--- config.mk ---
export PLATFORM = sky130hd
export DESIGN_NAME = lbpc_core
export DESIGN_NICKNAME = d
export VERILOG_FILES = /design/src/hdl/assert_macros.svh /design/src/hdl/lbpc_pkg.sv /design/src/hdl/lbpc_core.sv
export SDC_FILE = /design/constraint.sdc
export NUM_CORES = 1
export LEC_CHECK = 0
export BUFFER_PORTS_ARGS = -buffer_cell sky130_fd_sc_hd__buf_2
export CORE_ASPECT_RATIO = 0.75
export CORE_UTILIZATION = 50
export CTS_CLUSTER_DIAMETER = 60
export DETAILED_ROUTE_END_ITERATION = 10
export PLACE_DENSITY_LB_ADDON = 0.05
export SETUP_SLACK_MARGIN = 0.5
export SLEW_MARGIN = 20
export SYNTH_ARGS = -nofsm -noshare
export SYNTH_HDL_FRONTEND = slang
export SYNTH_SLANG_ARGS = --single-unit
--- constraint.sdc ---
create_clock -name clk -period 5.4 [get_ports clk]
set_input_delay 0.27 -clock clk [delete_from_list [all_inputs] [get_ports clk]]
set_output_delay 0.27 -clock clk [all_outputs]
set_load 0.02 [all_outputs]
--- src/hdl/assert_macros.svh ---
// assertion macros shared by the led blink controller rtl
// expects clk and rst_n in the scope of each use
`ifndef ASSERT_MACROS_SVH
`define ASSERT_MACROS_SVH

// property checked on every rising edge outside reset
`define LBPC_ASSERT(label, prop, msg) \
  label: assert property (@(posedge clk) disable iff (!rst_n) (prop)) else $error(msg);

// implication checked on every rising edge outside reset
`define LBPC_ASSERT_IMP(label, pre, post, msg) \
  label: assert property (@(posedge clk) disable iff (!rst_n) (pre) |-> (post)) \
    else $error(msg);

`endif

--- src/hdl/lbpc_pkg.sv ---
// types and constants for the led blink controller
// no dependencies
`timescale 1ns / 1ps

package lbpc_pkg;

  localparam int TIME_W  = 32;
  localparam int CYC_W   = 7;
  localparam int DUTY_W  = 17;
  localparam int PROD_W  = TIME_W + DUTY_W;
  localparam int FRAC_W  = 16;

  localparam logic [DUTY_W-1:0] DUTY_ONE = DUTY_W'(1) << FRAC_W;

  typedef enum logic [2:0] {
    CMD_TICK       = 3'd0,
    CMD_ON         = 3'd1,
    CMD_OFF        = 3'd2,
    CMD_OFF_BLINK  = 3'd3,
    CMD_PULSE      = 3'd4,
    CMD_BLINK      = 3'd5,
    CMD_BLINK_DUTY = 3'd6
  } cmd_t;

  typedef enum logic [1:0] {
    MODE_IDLE  = 2'd0,
    MODE_FIXED = 2'd1,
    MODE_PULSE = 2'd2,
    MODE_BLINK = 2'd3
  } mode_t;

  // prepared transaction handed to the state stage
  typedef struct packed {
    logic [2:0]        cmd;
    logic [TIME_W-1:0] time_a;
    logic [TIME_W-1:0] on_t;
    logic [TIME_W-1:0] off_t;
    logic [CYC_W-1:0]  cyc;
  } item_t;

endpackage

--- src/hdl/lbpc_core.sv ---
// led state (mode, lamp, timers) and the result register
// depends on lbpc_pkg
`timescale 1ns / 1ps

module lbpc_core import lbpc_pkg::*; (
  input  logic             clk,
  input  logic             rst_n,
  input  logic             item_valid,
  output logic             item_ready,
  input  item_t            item,
  input  logic             active_level,
  output logic             out_valid,
  input  logic             out_stall,
  output logic             out_pin_level,
  output logic             out_lit,
  output logic [1:0]       out_mode,
  output logic [6:0]       out_cycles_left
);

  mode_t             mode_r, mode_nxt;
  logic              counted_r, counted_nxt;
  logic              lamp_r, lamp_nxt;
  logic [TIME_W-1:0] elapsed_r, elapsed_nxt;
  logic [TIME_W-1:0] pulse_len_r, pulse_len_nxt;
  logic [TIME_W-1:0] on_len_r, on_len_nxt;
  logic [TIME_W-1:0] off_len_r, off_len_nxt;
  logic [CYC_W-1:0]  rem_r, rem_nxt;

  logic              out_valid_r, out_valid_nxt;
  logic              pin_r, pin_nxt;
  logic              lit_r, lit_nxt;
  logic [1:0]        omode_r, omode_nxt;
  logic [CYC_W-1:0]  ocyc_r, ocyc_nxt;

  logic              take;
  logic [TIME_W-1:0] el_inc;
  logic [CYC_W-1:0]  rem_dec;

  assign item_ready    = !out_valid_r || !out_stall;
  assign take          = item_valid && item_ready;
  assign out_valid_nxt = take ? 1'b1 : (out_valid_r && out_stall);

  // saturating tick count
  assign el_inc  = (elapsed_r != {TIME_W{1'b1}}) ? elapsed_r + TIME_W'(1) : elapsed_r;
  assign rem_dec = (rem_r != '0) ? rem_r - CYC_W'(1) : rem_r;

  // next state
  always_comb begin
    mode_nxt      = mode_r;
    counted_nxt   = counted_r;
    lamp_nxt      = lamp_r;
    elapsed_nxt   = elapsed_r;
    pulse_len_nxt = pulse_len_r;
    on_len_nxt    = on_len_r;
    off_len_nxt   = off_len_r;
    rem_nxt       = rem_r;
    case (item.cmd)
      CMD_TICK: begin
        elapsed_nxt = el_inc;
        if (mode_r == MODE_PULSE) begin
          if (el_inc >= pulse_len_r) begin
            mode_nxt    = MODE_IDLE;
            counted_nxt = 1'b0;
            lamp_nxt    = 1'b0;
          end
        end else if (mode_r == MODE_BLINK) begin
          if (lamp_r && el_inc >= on_len_r) begin
            lamp_nxt    = 1'b0;
            elapsed_nxt = '0;
          end else if (!lamp_r && el_inc >= off_len_r) begin
            lamp_nxt    = 1'b1;
            elapsed_nxt = '0;
            if (counted_r) begin
              rem_nxt = rem_dec;
              if (rem_dec == '0) begin
                mode_nxt    = MODE_IDLE;
                counted_nxt = 1'b0;
                lamp_nxt    = 1'b0;
              end
            end
          end
        end
      end
      CMD_ON, CMD_OFF: begin
        mode_nxt    = MODE_FIXED;
        counted_nxt = 1'b0;
        rem_nxt     = '0;
        lamp_nxt    = (item.cmd == CMD_ON);
      end
      CMD_OFF_BLINK: begin
        if (mode_r == MODE_BLINK) begin
          mode_nxt    = MODE_FIXED;
          counted_nxt = 1'b0;
          rem_nxt     = '0;
          lamp_nxt    = 1'b0;
        end
      end
      CMD_PULSE: begin
        if (mode_r != MODE_PULSE) begin
          mode_nxt      = MODE_PULSE;
          counted_nxt   = 1'b0;
          rem_nxt       = '0;
          pulse_len_nxt = item.time_a;
          elapsed_nxt   = '0;
          lamp_nxt      = 1'b1;
        end
      end
      CMD_BLINK, CMD_BLINK_DUTY: begin
        if (mode_r != MODE_BLINK) begin
          mode_nxt    = MODE_BLINK;
          counted_nxt = (item.cyc != '0);
          rem_nxt     = item.cyc;
          on_len_nxt  = item.on_t;
          off_len_nxt = item.off_t;
          elapsed_nxt = '0;
          lamp_nxt    = 1'b1;
        end
      end
      default: begin
      end
    endcase
  end

  // result fields
  always_comb begin
    pin_nxt   = lamp_nxt ? active_level : !active_level;
    lit_nxt   = lamp_nxt;
    omode_nxt = mode_nxt;
    ocyc_nxt  = counted_nxt ? rem_nxt : '0;
  end

  always_ff @(posedge clk) begin
    if (!rst_n) begin
      mode_r      <= MODE_IDLE;
      counted_r   <= 1'b0;
      lamp_r      <= 1'b0;
      elapsed_r   <= '0;
      pulse_len_r <= '0;
      on_len_r    <= '0;
      off_len_r   <= '0;
      rem_r       <= '0;
      out_valid_r <= 1'b0;
    end else begin
      out_valid_r <= out_valid_nxt;
      if (take) begin
        mode_r      <= mode_nxt;
        counted_r   <= counted_nxt;
        lamp_r      <= lamp_nxt;
        elapsed_r   <= elapsed_nxt;
        pulse_len_r <= pulse_len_nxt;
        on_len_r    <= on_len_nxt;
        off_len_r   <= off_len_nxt;
        rem_r       <= rem_nxt;
      end
    end
  end

  always_ff @(posedge clk) begin
    if (take) begin
      pin_r   <= pin_nxt;
      lit_r   <= lit_nxt;
      omode_r <= omode_nxt;
      ocyc_r  <= ocyc_nxt;
    end
  end

  assign out_valid       = out_valid_r;
  assign out_pin_level   = pin_r;
  assign out_lit         = lit_r;
  assign out_mode        = omode_r;
  assign out_cycles_left = ocyc_r;

endmodule

Yosys cells after proc, flatten, opt, wreduce, memory -nomap -nowiden
Cells that the tools add are included.
{"block": "word_totals", "regBits": 151, "latchBits": 0, "mem_bits_rw": 0, "rom_bits": 0, "inputBits": 111, "word_cells": 102, "mem_count": 0}
{"block": "classes", "addsub": 2, "multipliers": 0, "div": 0, "order_cmp": 3, "n_eq_ne": 13, "n_shift": 0, "n_mux": 52, "bitwise": 0, "reduce_logical": 19}
{"cell": "$mux W32", "n": 7}
{"cell": "$ge A32 B32 Y1", "n": 3}
{"cell": "$pmux W32 S3", "n": 1}
{"cell": "$mux W7", "n": 9}
{"cell": "$pmux W7 S5", "n": 1}
{"cell": "$add A32 B1 Y32 const B", "n": 1}
{"cell": "$ne A32 B32 Y1 const B", "n": 1}
{"cell": "$mux W1", "n": 21}
{"cell": "$mux W2", "n": 10}
{"cell": "$reduce_bool A7 Y1", "n": 2}
{"cell": "$pmux W1 S5", "n": 2}
{"cell": "$pmux W2 S5", "n": 1}
{"cell": "$eq A3 B3 Y1 const B", "n": 3}
{"cell": "$ne A2 B2 Y1 const B", "n": 4}
{"cell": "$logic_not A7 Y1", "n": 1}
{"cell": "$sub A7 B1 Y7 const B", "n": 1}
{"cell": "$eq A3 B2 Y1 const B", "n": 2}
{"cell": "$reduce_and A3 Y1", "n": 2}
{"cell": "$eq A2 B2 Y1 const B", "n": 2}
{"cell": "$logic_and A1 B1 Y1", "n": 4}
{"cell": "$logic_not A1 Y1", "n": 4}
{"cell": "$reduce_and A4 Y1", "n": 1}
{"cell": "$reduce_or A2 Y1", "n": 2}
{"cell": "$eq A3 B1 Y1 const B", "n": 1}
{"cell": "other kinds (3)", "n": 3}

Logic depth before layout (Yosys ltp)
{"block": "logic_depth", "depth_word": 11, "mapped_depth": 20, "depth_no_buf": 16}

Least setup slack after synthesis
No wires, ideal clock.
{"block": "synth_timing", "path_type": "flip-flop to flip-flop", "from": "register elapsed_r[17]", "to": "register ocyc_r[0] (netlist: out_cycles_left[0]), data pin", "arrival_ns": 3.786, "required_time_ns": 5.129, "path_slack_ns": 1.343, "stages_incl_launch_ff": 18, "n_path_buf": 2, "synth_period_minus_slack_ns": 4.057, "cell_sequence": "dfxtp_1 clkbuf_1 and4_1 nand4_1 nor3_1 nand2_1 o21a_1 or2_2 ha_1 nand4_1 nor4_1 nand2_1 a31oi_2 o21bai_1 buf_2 o31a_1 a211oi_1 a211oi_1"}
{"block": "synth_via", "elab_chain_len": 9}
{"element": "from (decl)", "line_no": "lbpc_core.sv:23", "text": "logic [TIME_W-1:0] elapsed_r, elapsed_nxt;"}
{"element": "from (signal assigned)", "line_no": "lbpc_core.sv:149", "text": "elapsed_r <= elapsed_nxt;"}
{"element": "$add A32 B1 Y32 or $ne A32 B32 Y1 (tied branches)", "line_no": "lbpc_core.sv:44", "text": "assign el_inc = (elapsed_r != {TIME_W{1'b1}}) ? elapsed_r + TIME_W'(1) : elapsed_r;"}
{"element": "$mux W32 (*)", "line_no": "lbpc_core.sv:44"}
{"element": "$ge A32 B32 Y1", "line_no": "lbpc_core.sv:70", "text": "end else if (!lamp_r && el_inc >= off_len_r) begin"}
{"element": "$logic_and A1 B1 Y1", "line_no": "lbpc_core.sv:70"}
{"element": "$mux W7 or $mux W1 (tied branches)", "line_no": "lbpc_core.sv:70"}
{"element": "$mux W7 or $mux W1 (tied branches)", "line_no": "lbpc_core.sv:67", "text": "if (lamp_r && el_inc >= on_len_r) begin"}
{"element": "$mux W7 or $mux W1 (tied branches)", "line_no": "lbpc_core.sv:66", "text": "end else if (mode_r == MODE_BLINK) begin"}
{"element": "$mux W7 or $mux W1 (tied branches)", "line_no": "lbpc_core.sv:60", "text": "if (mode_r == MODE_PULSE) begin"}
{"element": "$pmux W7 S5 or $pmux W1 S5 (tied branches)", "line_no": "lbpc_core.sv:57", "text": "case (item.cmd)"}
{"element": "to (signal assigned)", "line_no": "lbpc_core.sv:163", "text": "ocyc_r <= ocyc_nxt;"}
{"element": "to (decl)", "line_no": "lbpc_core.sv:33", "text": "logic [CYC_W-1:0] ocyc_r, ocyc_nxt;"}
Every way passes the cells marked *; elsewhere a longest branch is shown, timed or not.
A chain may end at the register's enable or synchronous reset.

Worst setup path after layout
{"block": "layout_timing", "from": "register elapsed_r[4]", "to": "register elapsed_r[9]"}
{"block": "layout_via", "elab_chain_len": 9}
{"element": "$add A32 B1 Y32 or $ne A32 B32 Y1 (tied branches)", "line_no": "lbpc_core.sv:44"}
{"element": "$mux W32 (*)", "line_no": "lbpc_core.sv:44"}
{"element": "$ge A32 B32 Y1", "line_no": "lbpc_core.sv:70"}
{"element": "$logic_and A1 B1 Y1", "line_no": "lbpc_core.sv:70"}
{"element": "$mux W32", "line_no": "lbpc_core.sv:70"}
{"element": "$mux W32", "line_no": "lbpc_core.sv:67"}
{"element": "$mux W32", "line_no": "lbpc_core.sv:66"}
{"element": "$mux W32 (*)", "line_no": "lbpc_core.sv:60"}
{"element": "$pmux W32 S3 (*)", "line_no": "lbpc_core.sv:57"}
Marks and branches as above.

==> impl_metrics.py <==
metrics = {
    "worst_setup_path": {
        "cp_data_required_time_ns": 5.71,
        "cp-end-kind": "flip-flop",
        "r2r_slack_ns": 0.76,
        "critPathKind": "reg2reg",
        "path_max_fanout": 11,
        "cp_data_arrival_time_ns": 4.96,
        "startpoint_type": "flip-flop",
    },
    "sta": {
        "maxSlewViolCount": 0,
        "setup_viol": 0,
        "slew_headroom_pct": 38.9,
        "hold_viol_final": 0,
        "fin_crit_sh_pct": 86.0,
        "setup_tns_ns": 0,
        "finalClockSkew_ns": 0.0114,
        "fmax_mhz": 215,
        "min_period_ns": 4.64,
        "tightest_slew_ns": 0.917,
        "rsz0062_at_grt": "yes",
    },
    "finish": {
        "nNetsFinal": 1511,
        "drive_gt1_share_pct": 16.7,
        "antennaDiodeCount": 0,
        "fin_cells": 1556,
        "layout_common_cells": "nand2_1 (268), a21oi_1 (151), dfxtp_1 (140), buf_2 (123), inv_1 (106)",
        "fillers": 1697,
        "syn2layout_area_growth_pct": 16.7,
        "layout_commonest_cell": "nand2_1",
    },
    "logic_synthesis": {
        "postSynth.asyncResetShare_pct": 0,
        "ys_seq_elements": 151,
        "avgSynthCellArea_um2": 7.71,
        "netlist_area_um2": 9260,
        "synth_edf_count": 11,
        "ys_seq_area_share_pct": 33.8,
        "synth_nets": 1410,
        "synth_ff_type": "dfxtp_1",
        "yosysWarningCount": 0,
        "synthCells": 1200,
        "synth.distinct_cells": 76,
    },
    "clocking": {
        "cts_hold_buffers": 0,
        "cts_buffers": 17,
        "htreeDepth": 4,
        "cts_root_buf": "clkbuf_16",
        "cts.sinks": 151,
        "path_clk_slew_ns": 0.07,
        "clkLatencyLatePin_ns": 0.43,
        "tritoncts": "built",
        "clockBufferDepth": 2,
    },
    "placed_design": {
        "dp.final_hpwl_mm": 17.0,
        "routabilityCongestion": 0.904,
        "port_buffers": 123,
        "post-place-cells": 1521,
    },
    "grt": {
        "grt_pass1_wl_mm": 39.5,
        "antenna_found_initial": 0,
        "grt_max_degree": 65,
        "grt_pass1_vias": 7858,
        "grt.total_usage_pct": 25.8,
        "gr-total-overflow": 0,
    },
    "detailed_routing": {
        "routed_wl_mm": 24.1,
        "via_count": 8546,
        "drc_errors": 0,
        "first_iter_violations": 528,
        "via_per_inst": 5.49,
        "wl_met3_mm": 1.32,
        "drtPass1Iterations": 8,
        "highest_layer": "met4",
        "ant_nets": 0,
        "wl_met1_mm": 11.8,
        "route.met2.wl_mm": 10.7,
        "routedWlPerCell_um": 15.5,
    },
    "floorplanning": {
        "rows": 42,
        "fp.dieW_um": 159,
        "core_um2": 17900,
        "start_util_pct": 51.8,
        "die-area_um2": 19100,
        "ios": 124,
        "die_h_um": 120,
    },
    "power_and_ir_drop": {
        "cellPowerDensity_nw_per_um2": 261,
        "p_leak_nw": 4.47,
        "ir_worst_vdd_v": 0.000140,
    },
    "min_path": {
        "hold_path.class": "in2reg",
    },
    "flow_run": {
        "maxCapViolCount": 0,
    },
    "status": {
        "status": "finished clean",
    },
}
[registers in the layout, indices dropped and copies added, names as in the netlist]
register         count
counted_r            1
pulse_len_r         32
out_mode             2
on_len_r            32
off_len_r           32
rem_r                7
lamp_r               1
out_valid            1
out_lit              1
out_cycles_left      7
elapsed_r           32
out_pin_level        1
mode_r               2
[metal layers]
layer / vias to the layer above / track usage (%)
met5: - / 0
met4: 0 / 6.73
met3: 28 / 4.91
met2: 236 / 41.8
met1: 3914 / 35.3
li1: 4368 / -
[where the power goes]
| group | switching (mW) | total (mW) | internal (mW) |
|---|---|---|---|
| clock | 0.497 | 1.27 | 0.776 |
| sequential | 0.0286 | 1.19 | 1.16 |
| combinational | 0.215 | 0.354 | 0.139 |
[cell families (layout without fill, tap and decap cells)]
kind of cell,count (synthesis),after routing,share of synthesized area [%]
AOI/OAI and AO/OA,287,287,19.5
buffers and inverters,168,282,7.12
muxes,8,8,0.933
and+or+nand+nor,461,461,22.8
xor gates and xnor gates,26,26,2.46
DFF,151,151,33.8
adders and majority gates,99,99,13.4
[path summary, 6_finish.rpt]
kind / depth (start not counted) / end / startpoint
worst min-delay path: 3 / pulse_len_r[5] / item[76]
worst max register to register: 15 / elapsed_r[9] / elapsed_r[4]
worst max-delay path: 15 / elapsed_r[9] / elapsed_r[4]
worst min register to register: 2 / on_len_r[7] / on_len_r[7]
[Yosys cell counts, types with 8 or more instances]
library cell | number | area, µm²
xnor2_1 | 19 | 166
clkbuf_1 | 40 | 150
edfxtp_1 | 11 | 330
nand3_1 | 26 | 130
o21ai_0 | 29 | 145
or2_2 | 8 | 50.1
and4_1 | 12 | 105
buf_2 | 10 | 50.1
nor3_1 | 16 | 80.1
nand2_1 | 269 | 1010
dfxtp_1 | 140 | 2800
nand4_1 | 22 | 138
inv_1 | 106 | 398
o211ai_1 | 11 | 82.6
a221oi_1 | 8 | 70.1
nor2_1 | 56 | 210
ha_1 | 99 | 1240
a21oi_1 | 151 | 756
a22oi_1 | 17 | 128
[per-stage QoR]
stage / area, µm² / setup WS [ns] / power (mW) / utilization, % / hold WS (ns)
4_1_cts: 10700 / 0.547 / 2.83 / 60.0 / 0.0569
3_3_place_gp: 10100 / 0.0265 / 1.56 / 56.3 / 0.443
2_1_floorplan: 9260 / 1.34 / 1.44 / - / 0.387
5_1_grt: 10800 / 0.496 / 2.93 / 60.5 / 0.0747
3_5_place_dp: 10100 / 0.0374 / 1.56 / 56.3 / 0.446
6_report: 10800 / 0.756 / 2.82 / 60.5 / 0.0668
[final cells by class]
cell class	count	area, µm²	share of cell area (%)
clock buffer	21	480	4.45
clock inverter	11	145	1.34
inverter	108	407	3.76
multi-input combinational	881	5570	51.6
sequential	151	3130	29.0
tap	242	303	2.80
timing repair buffer	142	762	7.05
[critical path, cell delays in order (launching register included)]
cell	delay, ns
dfxtp_1	0.42
and4_2	0.34
nand4_1	0.20
nor3_4	0.29
nand2_1	0.17
o21a_1	0.21
or2_2	0.34
ha_1	0.32
nand4_1	0.25
nor4_4	0.45
nand2_1	0.19
a31oi_4	0.29
o311ai_2	0.14
o2bb2ai_4	0.24
and2_0	0.34
a221o_1	0.34
[what timing repair did]
action                                  CTS  global route
endpoints found under the setup margin   52            39
resized for setup                         5            12
buffers inserted                          0             3
pin swaps                                 0             2
Note: power is estimated with default switching activity, not from simulation.
